File: config.mk
export PLATFORM = sky130hd
export DESIGN_NAME = fnv1a_keyed_slot_table
export DESIGN_NICKNAME = d
export VERILOG_FILES = /design/src/fkst_pkg.sv /design/src/fkst_front.sv /design/src/fkst_queue.sv /design/src/fkst_back.sv /design/src/fnv1a_keyed_slot_table.sv
export SDC_FILE = /design/constraint.sdc
export NUM_CORES = 2
export LEC_CHECK = 0
export BUFFER_PORTS_ARGS = -buffer_cell sky130_fd_sc_hd__buf_2
export CAP_MARGIN = 5
export CORE_AREA = 2 2 476 336
export CTS_CLUSTER_SIZE = 12
export DETAILED_ROUTE_END_ITERATION = 12
export DIE_AREA = 0 0 478 338
export GPL_ROUTABILITY_DRIVEN = 0
export PLACE_DENSITY = 0.64
export SYNTH_ARGS = -nofsm -noshare
export SYNTH_HDL_FRONTEND = slang
export SYNTH_SLANG_ARGS = --single-unit
File: constraint.sdc
create_clock -name clock -period 18.2 [get_ports clock]
set_input_delay 2.73 -clock clock [delete_from_list [all_inputs] [get_ports clock]]
set_output_delay 2.73 -clock clock [all_outputs]
set_load 0.02 [all_outputs]
File: src/fkst_pkg.sv
// ----------------------------------------------------------------------------
// fkst_pkg
// Shared types and constants of the keyed slot table.
// ----------------------------------------------------------------------------
package fkst_pkg;

   localparam logic [31:0] SEED_RESET  = 32'd2166136261;
   localparam logic [31:0] PRIME_RESET = 32'd16777619;

   localparam int CSR_INDEX_W = 2;
   localparam logic [CSR_INDEX_W-1:0] CSR_SEED  = 2'd0;
   localparam logic [CSR_INDEX_W-1:0] CSR_PRIME = 2'd1;

   localparam logic [2:0] CMD_ADD      = 3'd0;
   localparam logic [2:0] CMD_REMOVE   = 3'd1;
   localparam logic [2:0] CMD_GET_KEY  = 3'd2;
   localparam logic [2:0] CMD_GET_HASH = 3'd3;
   localparam logic [2:0] CMD_CLEAR    = 3'd4;

   localparam int QUEUE_DEPTH = 2;
   localparam int QUEUE_AW    = $clog2(QUEUE_DEPTH);

   typedef enum logic [2:0] {
      OP_NONE,
      OP_ADD,
      OP_REMOVE,
      OP_GET,
      OP_CLEAR
   } op_type;

   typedef struct packed {
      op_type      op;
      logic [31:0] hash;
      logic [31:0] value;
   } job_type;

   typedef enum logic [1:0] {
      ST_INIT,
      ST_IDLE,
      ST_SCAN,
      ST_CLEAR
   } state_type;

endpackage

File: src/fkst_front.sv
// ----------------------------------------------------------------------------
// fkst_front
// Accepts key bytes, folds them by FNV-1a and classifies the finished command.
// ----------------------------------------------------------------------------
module fkst_front (
   input  logic                                clock,
   input  logic                                reset,
   input  logic                                start,
   input  logic                                busy,
   input  logic [2:0]                          req_command,
   input  logic [7:0]                          req_key_byte,
   input  logic                                req_key_last,
   input  logic [31:0]                         req_hash_given,
   input  logic [31:0]                         req_value_in,
   input  logic                                csr_we,
   input  logic [fkst_pkg::CSR_INDEX_W-1:0]    csr_index,
   input  logic [31:0]                         csr_data,
   output logic                                push,
   output fkst_pkg::job_type                   push_job
);
   import fkst_pkg::*;

   logic [31:0] seed_ff, seed_in;
   logic [31:0] prime_ff, prime_in;
   logic [31:0] run_ff, run_in;
   logic        key_open_ff, key_open_in;
   logic        key_ended_ff, key_ended_in;

   logic        accept;
   logic        skip;
   logic [31:0] base;
   logic [31:0] mix;
   logic [31:0] fold;
   logic [31:0] h_next;

   assign accept = start && !busy;
   assign base   = key_open_ff ? run_ff : seed_ff;
   assign skip   = (key_open_ff && key_ended_ff) || (req_key_byte == 8'd0);
   assign mix    = base ^ {24'd0, req_key_byte};
   assign fold   = mix * prime_ff;
   assign h_next = skip ? base : fold;

   always_comb begin
      seed_in  = seed_ff;
      prime_in = prime_ff;
      if (csr_we) begin
         case (csr_index)
            CSR_SEED:  seed_in  = csr_data;
            CSR_PRIME: prime_in = csr_data;
            default: ;
         endcase
      end
   end

   always_comb begin
      run_in       = run_ff;
      key_open_in  = key_open_ff;
      key_ended_in = key_ended_ff;
      if (accept) begin
         run_in = h_next;
         if (req_key_last) begin
            key_open_in  = 1'b0;
            key_ended_in = 1'b0;
         end else begin
            key_open_in  = 1'b1;
            key_ended_in = skip;
         end
      end
   end

   always_comb begin
      push           = accept && req_key_last;
      push_job.op    = OP_NONE;
      push_job.hash  = h_next;
      push_job.value = req_value_in;
      case (req_command)
         CMD_ADD:     push_job.op = (h_next != 32'd0) ? OP_ADD : OP_NONE;
         CMD_REMOVE:  push_job.op = (h_next != 32'd0) ? OP_REMOVE : OP_NONE;
         CMD_GET_KEY: push_job.op = (h_next != 32'd0) ? OP_GET : OP_NONE;
         CMD_GET_HASH: begin
            push_job.hash = req_hash_given;
            push_job.op   = (req_hash_given != 32'd0) ? OP_GET : OP_NONE;
         end
         CMD_CLEAR:   push_job.op = OP_CLEAR;
         default:     push_job.op = OP_NONE;
      endcase
   end

   always_ff @(posedge clock) begin
      if (reset) begin
         seed_ff      <= SEED_RESET;
         prime_ff     <= PRIME_RESET;
         key_open_ff  <= 1'b0;
         key_ended_ff <= 1'b0;
      end else begin
         seed_ff      <= seed_in;
         prime_ff     <= prime_in;
         key_open_ff  <= key_open_in;
         key_ended_ff <= key_ended_in;
      end
   end

   always_ff @(posedge clock) begin
      run_ff <= run_in;
   end

endmodule

File: src/fkst_queue.sv
// ----------------------------------------------------------------------------
// fkst_queue
// Short job queue between the hashing front and the table back end.
// ----------------------------------------------------------------------------
module fkst_queue (
   input  logic              clock,
   input  logic              reset,
   input  logic              push,
   input  fkst_pkg::job_type push_job,
   input  logic              pop,
   output fkst_pkg::job_type head,
   output logic              empty,
   output logic              full
);
   import fkst_pkg::*;

   job_type              slot_ff [QUEUE_DEPTH];
   logic [QUEUE_AW-1:0]  wr_ptr_ff, wr_ptr_in;
   logic [QUEUE_AW-1:0]  rd_ptr_ff, rd_ptr_in;
   logic [QUEUE_AW:0]    count_ff, count_in;
   logic                 do_push;
   logic                 do_pop;

   assign empty   = (count_ff == '0);
   assign full    = (count_ff == (QUEUE_AW+1)'(QUEUE_DEPTH));
   assign head    = slot_ff[rd_ptr_ff];
   assign do_push = push && !full;
   assign do_pop  = pop && !empty;

   always_comb begin
      wr_ptr_in = do_push ? wr_ptr_ff + QUEUE_AW'(1) : wr_ptr_ff;
      rd_ptr_in = do_pop ? rd_ptr_ff + QUEUE_AW'(1) : rd_ptr_ff;
      count_in  = count_ff;
      if (do_push && !do_pop) begin
         count_in = count_ff + (QUEUE_AW+1)'(1);
      end else if (do_pop && !do_push) begin
         count_in = count_ff - (QUEUE_AW+1)'(1);
      end
   end

   always_ff @(posedge clock) begin
      if (reset) begin
         wr_ptr_ff <= '0;
         rd_ptr_ff <= '0;
         count_ff  <= '0;
      end else begin
         wr_ptr_ff <= wr_ptr_in;
         rd_ptr_ff <= rd_ptr_in;
         count_ff  <= count_in;
      end
   end

   always_ff @(posedge clock) begin
      if (do_push) begin
         slot_ff[wr_ptr_ff] <= push_job;
      end
   end

endmodule

File: src/fkst_back.sv
// ----------------------------------------------------------------------------
// fkst_back
// Slot memory and the sequencer that scans, writes and clears it.
// ----------------------------------------------------------------------------
module fkst_back #(
   parameter int TABLE_SLOTS = 16,
   parameter int VALUE_WIDTH = 32
) (
   input  logic              clock,
   input  logic              reset,
   input  fkst_pkg::job_type head,
   input  logic              empty,
   output logic              pop,
   output logic              init_busy,
   output logic              rsp_valid,
   output logic              rsp_success,
   output logic [31:0]       rsp_hash_out,
   output logic [31:0]       rsp_value_out
);
   import fkst_pkg::*;

   localparam int AW      = (TABLE_SLOTS > 1) ? $clog2(TABLE_SLOTS) : 1;
   localparam int CW      = $clog2(TABLE_SLOTS + 1);
   localparam int STORE_W = (VALUE_WIDTH < 32) ? VALUE_WIDTH : 32;
   localparam int ENTRY_W = 32 + STORE_W;

   logic [ENTRY_W-1:0] slot_mem [TABLE_SLOTS];

   state_type          state_ff, state_in;
   job_type            job_ff, job_in;
   logic [CW-1:0]      ptr_ff, ptr_in;
   logic [AW-1:0]      idx_ff, idx_in;
   logic               q_valid_ff, q_valid_in;
   logic [ENTRY_W-1:0] rd_q_ff;
   logic               rsp_valid_ff, rsp_valid_in;
   logic               rsp_success_ff, rsp_success_in;
   logic [31:0]        rsp_hash_ff, rsp_hash_in;
   logic [31:0]        rsp_value_ff, rsp_value_in;

   logic               mem_we;
   logic [AW-1:0]      mem_waddr;
   logic [ENTRY_W-1:0] mem_wdata;
   logic               mem_re;

   logic [31:0]        rd_hash;
   logic [STORE_W-1:0] rd_value;
   logic [31:0]        target;
   logic               hit;
   logic               miss;
   logic               last_ptr;
   logic               scan_end;

   assign rd_hash  = rd_q_ff[ENTRY_W-1 -: 32];
   assign rd_value = rd_q_ff[STORE_W-1:0];
   assign target   = (job_ff.op == OP_ADD) ? 32'd0 : job_ff.hash;
   assign hit      = q_valid_ff && (rd_hash == target);
   assign scan_end = (ptr_ff == CW'(TABLE_SLOTS));
   assign miss     = q_valid_ff && !hit && scan_end;
   assign last_ptr = (ptr_ff == CW'(TABLE_SLOTS - 1));

   always_comb begin
      state_in = state_ff;
      case (state_ff)
         ST_INIT: begin
            if (last_ptr) state_in = ST_IDLE;
         end
         ST_IDLE: begin
            if (!empty) begin
               case (head.op)
                  OP_ADD, OP_REMOVE, OP_GET: state_in = ST_SCAN;
                  OP_CLEAR:                  state_in = ST_CLEAR;
                  default:                   state_in = ST_IDLE;
               endcase
            end
         end
         ST_SCAN: begin
            if (hit || miss) state_in = ST_IDLE;
         end
         ST_CLEAR: begin
            if (last_ptr) state_in = ST_IDLE;
         end
         default: state_in = ST_IDLE;
      endcase
   end

   always_comb begin
      pop            = 1'b0;
      job_in         = job_ff;
      ptr_in         = ptr_ff;
      idx_in         = idx_ff;
      q_valid_in     = 1'b0;
      mem_we         = 1'b0;
      mem_waddr      = ptr_ff[AW-1:0];
      mem_wdata      = '0;
      mem_re         = 1'b0;
      rsp_valid_in   = 1'b0;
      rsp_success_in = 1'b0;
      rsp_hash_in    = 32'd0;
      rsp_value_in   = 32'd0;
      case (state_ff)
         ST_INIT: begin
            mem_we = 1'b1;
            ptr_in = last_ptr ? '0 : ptr_ff + CW'(1);
         end
         ST_IDLE: begin
            if (!empty) begin
               pop    = 1'b1;
               job_in = head;
               ptr_in = '0;
               if (head.op == OP_NONE) rsp_valid_in = 1'b1;
            end
         end
         ST_SCAN: begin
            if (hit) begin
               rsp_valid_in   = 1'b1;
               rsp_success_in = 1'b1;
               mem_waddr      = idx_ff;
               case (job_ff.op)
                  OP_ADD: begin
                     mem_we      = 1'b1;
                     mem_wdata   = {job_ff.hash, job_ff.value[STORE_W-1:0]};
                     rsp_hash_in = job_ff.hash;
                  end
                  OP_REMOVE: mem_we = 1'b1;
                  OP_GET:    rsp_value_in = 32'(rd_value);
                  default: ;
               endcase
            end else if (miss) begin
               rsp_valid_in = 1'b1;
            end else if (!scan_end) begin
               mem_re     = 1'b1;
               idx_in     = ptr_ff[AW-1:0];
               q_valid_in = 1'b1;
               ptr_in     = ptr_ff + CW'(1);
            end
         end
         ST_CLEAR: begin
            mem_we = 1'b1;
            ptr_in = last_ptr ? '0 : ptr_ff + CW'(1);
            if (last_ptr) begin
               rsp_valid_in   = 1'b1;
               rsp_success_in = 1'b1;
            end
         end
         default: ;
      endcase
   end

   always_ff @(posedge clock) begin
      if (mem_we) begin
         slot_mem[mem_waddr] <= mem_wdata;
      end
      if (mem_re) begin
         rd_q_ff <= slot_mem[ptr_ff[AW-1:0]];
      end
   end

   always_ff @(posedge clock) begin
      if (reset) begin
         state_ff     <= ST_INIT;
         ptr_ff       <= '0;
         q_valid_ff   <= 1'b0;
         rsp_valid_ff <= 1'b0;
      end else begin
         state_ff     <= state_in;
         ptr_ff       <= ptr_in;
         q_valid_ff   <= q_valid_in;
         rsp_valid_ff <= rsp_valid_in;
      end
   end

   always_ff @(posedge clock) begin
      job_ff         <= job_in;
      idx_ff         <= idx_in;
      rsp_success_ff <= rsp_success_in;
      rsp_hash_ff    <= rsp_hash_in;
      rsp_value_ff   <= rsp_value_in;
   end

   assign init_busy     = (state_ff == ST_INIT);
   assign rsp_valid     = rsp_valid_ff;
   assign rsp_success   = rsp_success_ff;
   assign rsp_hash_out  = rsp_hash_ff;
   assign rsp_value_out = rsp_value_ff;

endmodule

File: src/fnv1a_keyed_slot_table.sv
// ----------------------------------------------------------------------------
// fnv1a_keyed_slot_table
// Slot table keyed by FNV-1a hashes of streamed key bytes.
// ----------------------------------------------------------------------------
// Key bytes enter on the req_ ports, one per cycle, while busy is low; a byte
// is taken at each edge with start high and busy low. The byte marked
// req_key_last carries the command, which is queued (two deep) for the table
// sequencer. Registers hash_seed (index 0) and hash_prime (index 1) are
// written on the csr_ channel, which is always ready.
// Each command gives one result on the rsp_ ports, valid for a single cycle
// with rsp_valid high; the receiver cannot stall it.
// A command rejected up front (zero hash, unknown code) is answered when the
// sequencer takes it from the queue; add/remove/get answer when the scan hits
// the matching slot or ends, clear at the end of its pass. The slot scan
// reads one slot per cycle from a single-port memory; that sets the rate.
// Bytes keep flowing while the queue has room.
// After reset the slot memory is cleared in a pass over all TABLE_SLOTS slots,
// with busy high; configuration writes are accepted throughout.
// ----------------------------------------------------------------------------
module fnv1a_keyed_slot_table #(
   parameter int TABLE_SLOTS = 16,
   parameter int VALUE_WIDTH = 32
) (
   input  logic                             clock,
   input  logic                             reset,
   input  logic                             start,
   output logic                             busy,
   input  logic [2:0]                       req_command,
   input  logic [7:0]                       req_key_byte,
   input  logic                             req_key_last,
   input  logic [31:0]                      req_hash_given,
   input  logic [31:0]                      req_value_in,
   output logic                             rsp_valid,
   output logic                             rsp_success,
   output logic [31:0]                      rsp_hash_out,
   output logic [31:0]                      rsp_value_out,
   input  logic                             csr_valid,
   output logic                             csr_ready,
   input  logic [fkst_pkg::CSR_INDEX_W-1:0] csr_index,
   input  logic [31:0]                      csr_data
);
   import fkst_pkg::*;

   logic    q_push;
   job_type q_push_job;
   logic    q_pop;
   job_type q_head;
   logic    q_empty;
   logic    q_full;
   logic    init_busy;

   assign csr_ready = 1'b1;
   assign busy      = init_busy || q_full;

   fkst_front u_front (
      .clock          (clock),
      .reset          (reset),
      .start          (start),
      .busy           (busy),
      .req_command    (req_command),
      .req_key_byte   (req_key_byte),
      .req_key_last   (req_key_last),
      .req_hash_given (req_hash_given),
      .req_value_in   (req_value_in),
      .csr_we         (csr_valid && csr_ready),
      .csr_index      (csr_index),
      .csr_data       (csr_data),
      .push           (q_push),
      .push_job       (q_push_job)
   );

   fkst_queue u_queue (
      .clock    (clock),
      .reset    (reset),
      .push     (q_push),
      .push_job (q_push_job),
      .pop      (q_pop),
      .head     (q_head),
      .empty    (q_empty),
      .full     (q_full)
   );

   fkst_back #(
      .TABLE_SLOTS (TABLE_SLOTS),
      .VALUE_WIDTH (VALUE_WIDTH)
   ) u_back (
      .clock         (clock),
      .reset         (reset),
      .head          (q_head),
      .empty         (q_empty),
      .pop           (q_pop),
      .init_busy     (init_busy),
      .rsp_valid     (rsp_valid),
      .rsp_success   (rsp_success),
      .rsp_hash_out  (rsp_hash_out),
      .rsp_value_out (rsp_value_out)
   );

   a_fail_zero: assert property (@(posedge clock) disable iff (reset)
      rsp_valid && !rsp_success |-> rsp_hash_out == 32'd0 && rsp_value_out == 32'd0)
      else $error("failed result carries nonzero fields");

   a_add_no_value: assert property (@(posedge clock) disable iff (reset)
      rsp_valid && rsp_hash_out != 32'd0 |-> rsp_success && rsp_value_out == 32'd0)
      else $error("add result carries a value");

   a_init_busy: assert property (@(posedge clock)
      reset |=> busy)
      else $error("items accepted during the clearing pass");

   a_no_overflow: assert property (@(posedge clock) disable iff (reset)
      q_push |-> !q_full)
      else $error("job pushed into a full queue");

endmodule
==> out/metrics.yaml <==
die_y_um: 338
netlist_area_mm2: 0.07192
synth_most_common_cell: "edfxtp_1"
wl_per_cell_um: 26.64
ff2ff_path_depth: 26
fillers: 12855
setup_viol: 0
grt_max_degree: 150
cts_buffers: 148
fin_worst_skew_ns: 0.03513
slew_headroom_pct: 8.000
initial_utilization_pct: 45.79
cts_tree: "yes"
seq_area_frac_synth_pct: 59.36
fin_crit_sh_pct: 57.30
cts_hold_buf: 0
grt_overflow: 0
drive_gt1_share_pct: 19.30
synth_ff_type: "edfxtp_1"
synthDominantCellAreaShare_pct: 55.32
core_area_mm2: 0.1571
die_area_mm2: 0.1616
max_clock_freq_mhz: 95.89
first_global_vias: 41055
r2r_slack_ns: 8.13
synth_common_cells: "1,325 x edfxtp_1, 463 x nand2_1, 408 x fa_1, 349 x inv_1, 336 x and2_1"
leakage_nw: 25.10
whs_ns: 0.4420
hold_path_depth: 1
worstSkewPairLatency_ns: 0.79
antenna_left: 0
cts_num_sinks: 1470
cts_root_buffer: "clkbuf_16"
yosys.cell_types.count: 86
fin_tns_setup_ns: 0
min_path_type: "flip-flop to flip-flop"
syn2layout_area_growth_pct: 11.16
grt_use_total_pct: 23.09
crit_type: "primary input to flip-flop"
startpoint_type: "primary input"
timing.rr.start: "u_front.key_open_ff"
h-tree-depth: 4
utilization_pct: 50.89
worst_slew_pin_slew_ns: 1.378
drt_pass1_iterations: 5
first_iter_violations: 4470
drc: 0
synth_area_leader_cell: "edfxtp_1"
ys_ff_latch: 1470
syn_nets: 5197
cp_max_fo: 27
wl_um: 184600
cap_violations: 0
nets: 5366
netlist_instances: 4542
p_per_area_mw_per_mm2: 204.8
cts_buffer_depth: 3
rows: 122
synth_area_leaders: "edfxtp_1 55%, fa_1 11%, mux4_2 10%"
via_count: 39613
hold_path_startpoint: "u_back.rd_q_ff[15]"
cp_data_required_time_ns: 18.72
cp.arrival_ns: 10.95
post-cts-setup-buffer-count: 0
die_w_um: 478
port_buffers: 180
drv_slew: 0
synth_edf_count: 1325
grt_pass1_wl_um: 272500
hpwl_um: 115400
ctsResizeCount: 0
pin_count: 182
final-seq-area_mm2: 0.04271
status: "finished, final reports clean"
finalHoldViolCount: 0
via_per_inst: 5.716
grt_antenna_before_repair: 8
postSynth.asyncResetShare_pct: 0
path_clk_slew_ns: 0.06
multi_input_area_mm2: 0.02720
avgSynthCellArea_um2: 15.83
rsz0062_at_grt: "false"
whs_endpoint: "u_back.rsp_value_out[15]"
rr_endpoint: "u_queue.slot_ff[0][65]"
finalCriticalPeriod_ns: 10.43
yosys_warnings: 0
ir_worst_vdd_mv: 0.3914
endpoint_kind: "flip-flop"
## final cells by class
cell class | count | area share, %
antenna | 4 | 0.01252
clock buffer | 228 | 5.137
clock inverter | 29 | 0.6151
inverter | 349 | 1.642
multi-input combinational | 2489 | 34.02
sequential | 1470 | 53.43
tap | 2108 | 3.299
timing repair buffer | 253 | 1.844
## worst max-delay path, stage by stage
cell,delay [ns]
buf_2,0.14
xnor2_4,0.90
nand2_1,0.21
fa_1,0.47
fa_1,0.55
fa_1,0.46
fa_1,0.56
inv_1,0.05
ha_1,0.27
ha_1,0.29
inv_1,0.08
fa_1,0.44
fa_1,0.49
inv_1,0.04
ha_1,0.37
a21oi_1,0.23
o211ai_1,0.30
a311oi_1,0.68
o31ai_1,0.20
xor2_1,0.18
mux2i_1,0.29
o2111ai_1,0.31
nor4_1,0.37
o2111a_1,0.26
nor3_1,0.07
## per-stage QoR
step	power (W)	setup WS, ns	cell area, um2	std cells
floorplan	0.01090	8.209	71920	4542
global placement	0.01321	7.390	75330	6669
detailed placement	0.01330	7.143	75330	6669
CTS	0.01631	7.962	79930	6926
global route	0.01743	7.454	79930	6926
finish	0.01637	7.772	79940	6930
## cell usage in the layout, fill, tap and decap left out, drive strengths merged, types with 24 or more instances in the layout
master	instances
edfxtp	1325
nand2	463
fa	408
inv	356
and2	336
mux4	320
buf	253
clkbuf	228
dfxtp	145
ha	133
nor2	117
mux2	113
a21oi	101
xnor2	86
nor2b	45
a31oi	31
o21ai	30
nor3	27
xor2	25
nand3b	24
## cell families (layout without fill, tap and decap cells)
family / count (synthesis) / after routing / share of synthesized area [%]
compound gates: 268 / 268 / 2.422
xor+xnor: 112 / 112 / 1.414
fa+ha+maj: 541 / 541 / 13.67
buf+inv: 583 / 859 / 3.130
flops: 1470 / 1470 / 59.36
mux: 455 / 455 / 12.21
other cells: 1 / 5 / 0.005214
simple gates: 1112 / 1112 / 7.791
## power breakdown
part / internal, W / leakage (nW) / total (W) / switching [W]
registers: 0.00464 / 11.6 / 0.00477 / 0.000137
clock network: 0.00163 / 2.20 / 0.00293 / 0.00130
logic: 0.00350 / 11.3 / 0.00867 / 0.00517
total: 0.00977 / 25.1 / 0.0164 / 0.00661
## worst max path at each step
stage,start,end,cells after the start,slack (ns)
after CTS,req_key_byte[5],u_queue.slot_ff[0][65],25,7.96
after detailed placement,req_key_byte[5],u_queue.slot_ff[0][65],25,7.14
after floorplan,req_key_byte[5],u_queue.slot_ff[0][64],27,8.21
after global placement,req_key_byte[5],u_queue.slot_ff[0][65],25,7.39
after global routing,req_key_byte[5],u_queue.slot_ff[0][65],25,7.45
final,req_key_byte[5],u_queue.slot_ff[0][65],25,7.77
## registers in the layout (all words and copies together) (netlist names), named ones only
register              cells
u_queue.slot_ff         134
u_queue.wr_ptr_ff         1
u_back.idx_ff             4
u_back.ptr_ff             5
u_front.key_ended_ff      1
u_back.job_ff            67
u_back.rsp_hash_out      32
u_back.rsp_success        1
u_front.prime_ff         32
u_front.key_open_ff       1
u_back.rsp_valid          1
u_front.run_ff           32
u_queue.rd_ptr_ff         1
u_back.q_valid_ff         1
u_back.slot_mem        1024
u_back.rd_q_ff           64
u_back.rsp_value_out     32
u_back.state_ff           2
u_queue.count_ff          2
u_front.seed_ff          32
## metal layers
| metal | vias to the layer above | global-route usage (%) | share of wire, % |
|---|---|---|---|
| li1 | 16756 | - | - |
| met1 | 20694 | 33.71 | 43 |
| met2 | 1851 | 34.41 | 44 |
| met3 | 308 | 5.273 | 9.4 |
| met4 | 4 | 7.608 | 3.2 |
| met5 | - | 0 | 0.015 |
(Power assumes the default switching activity.)
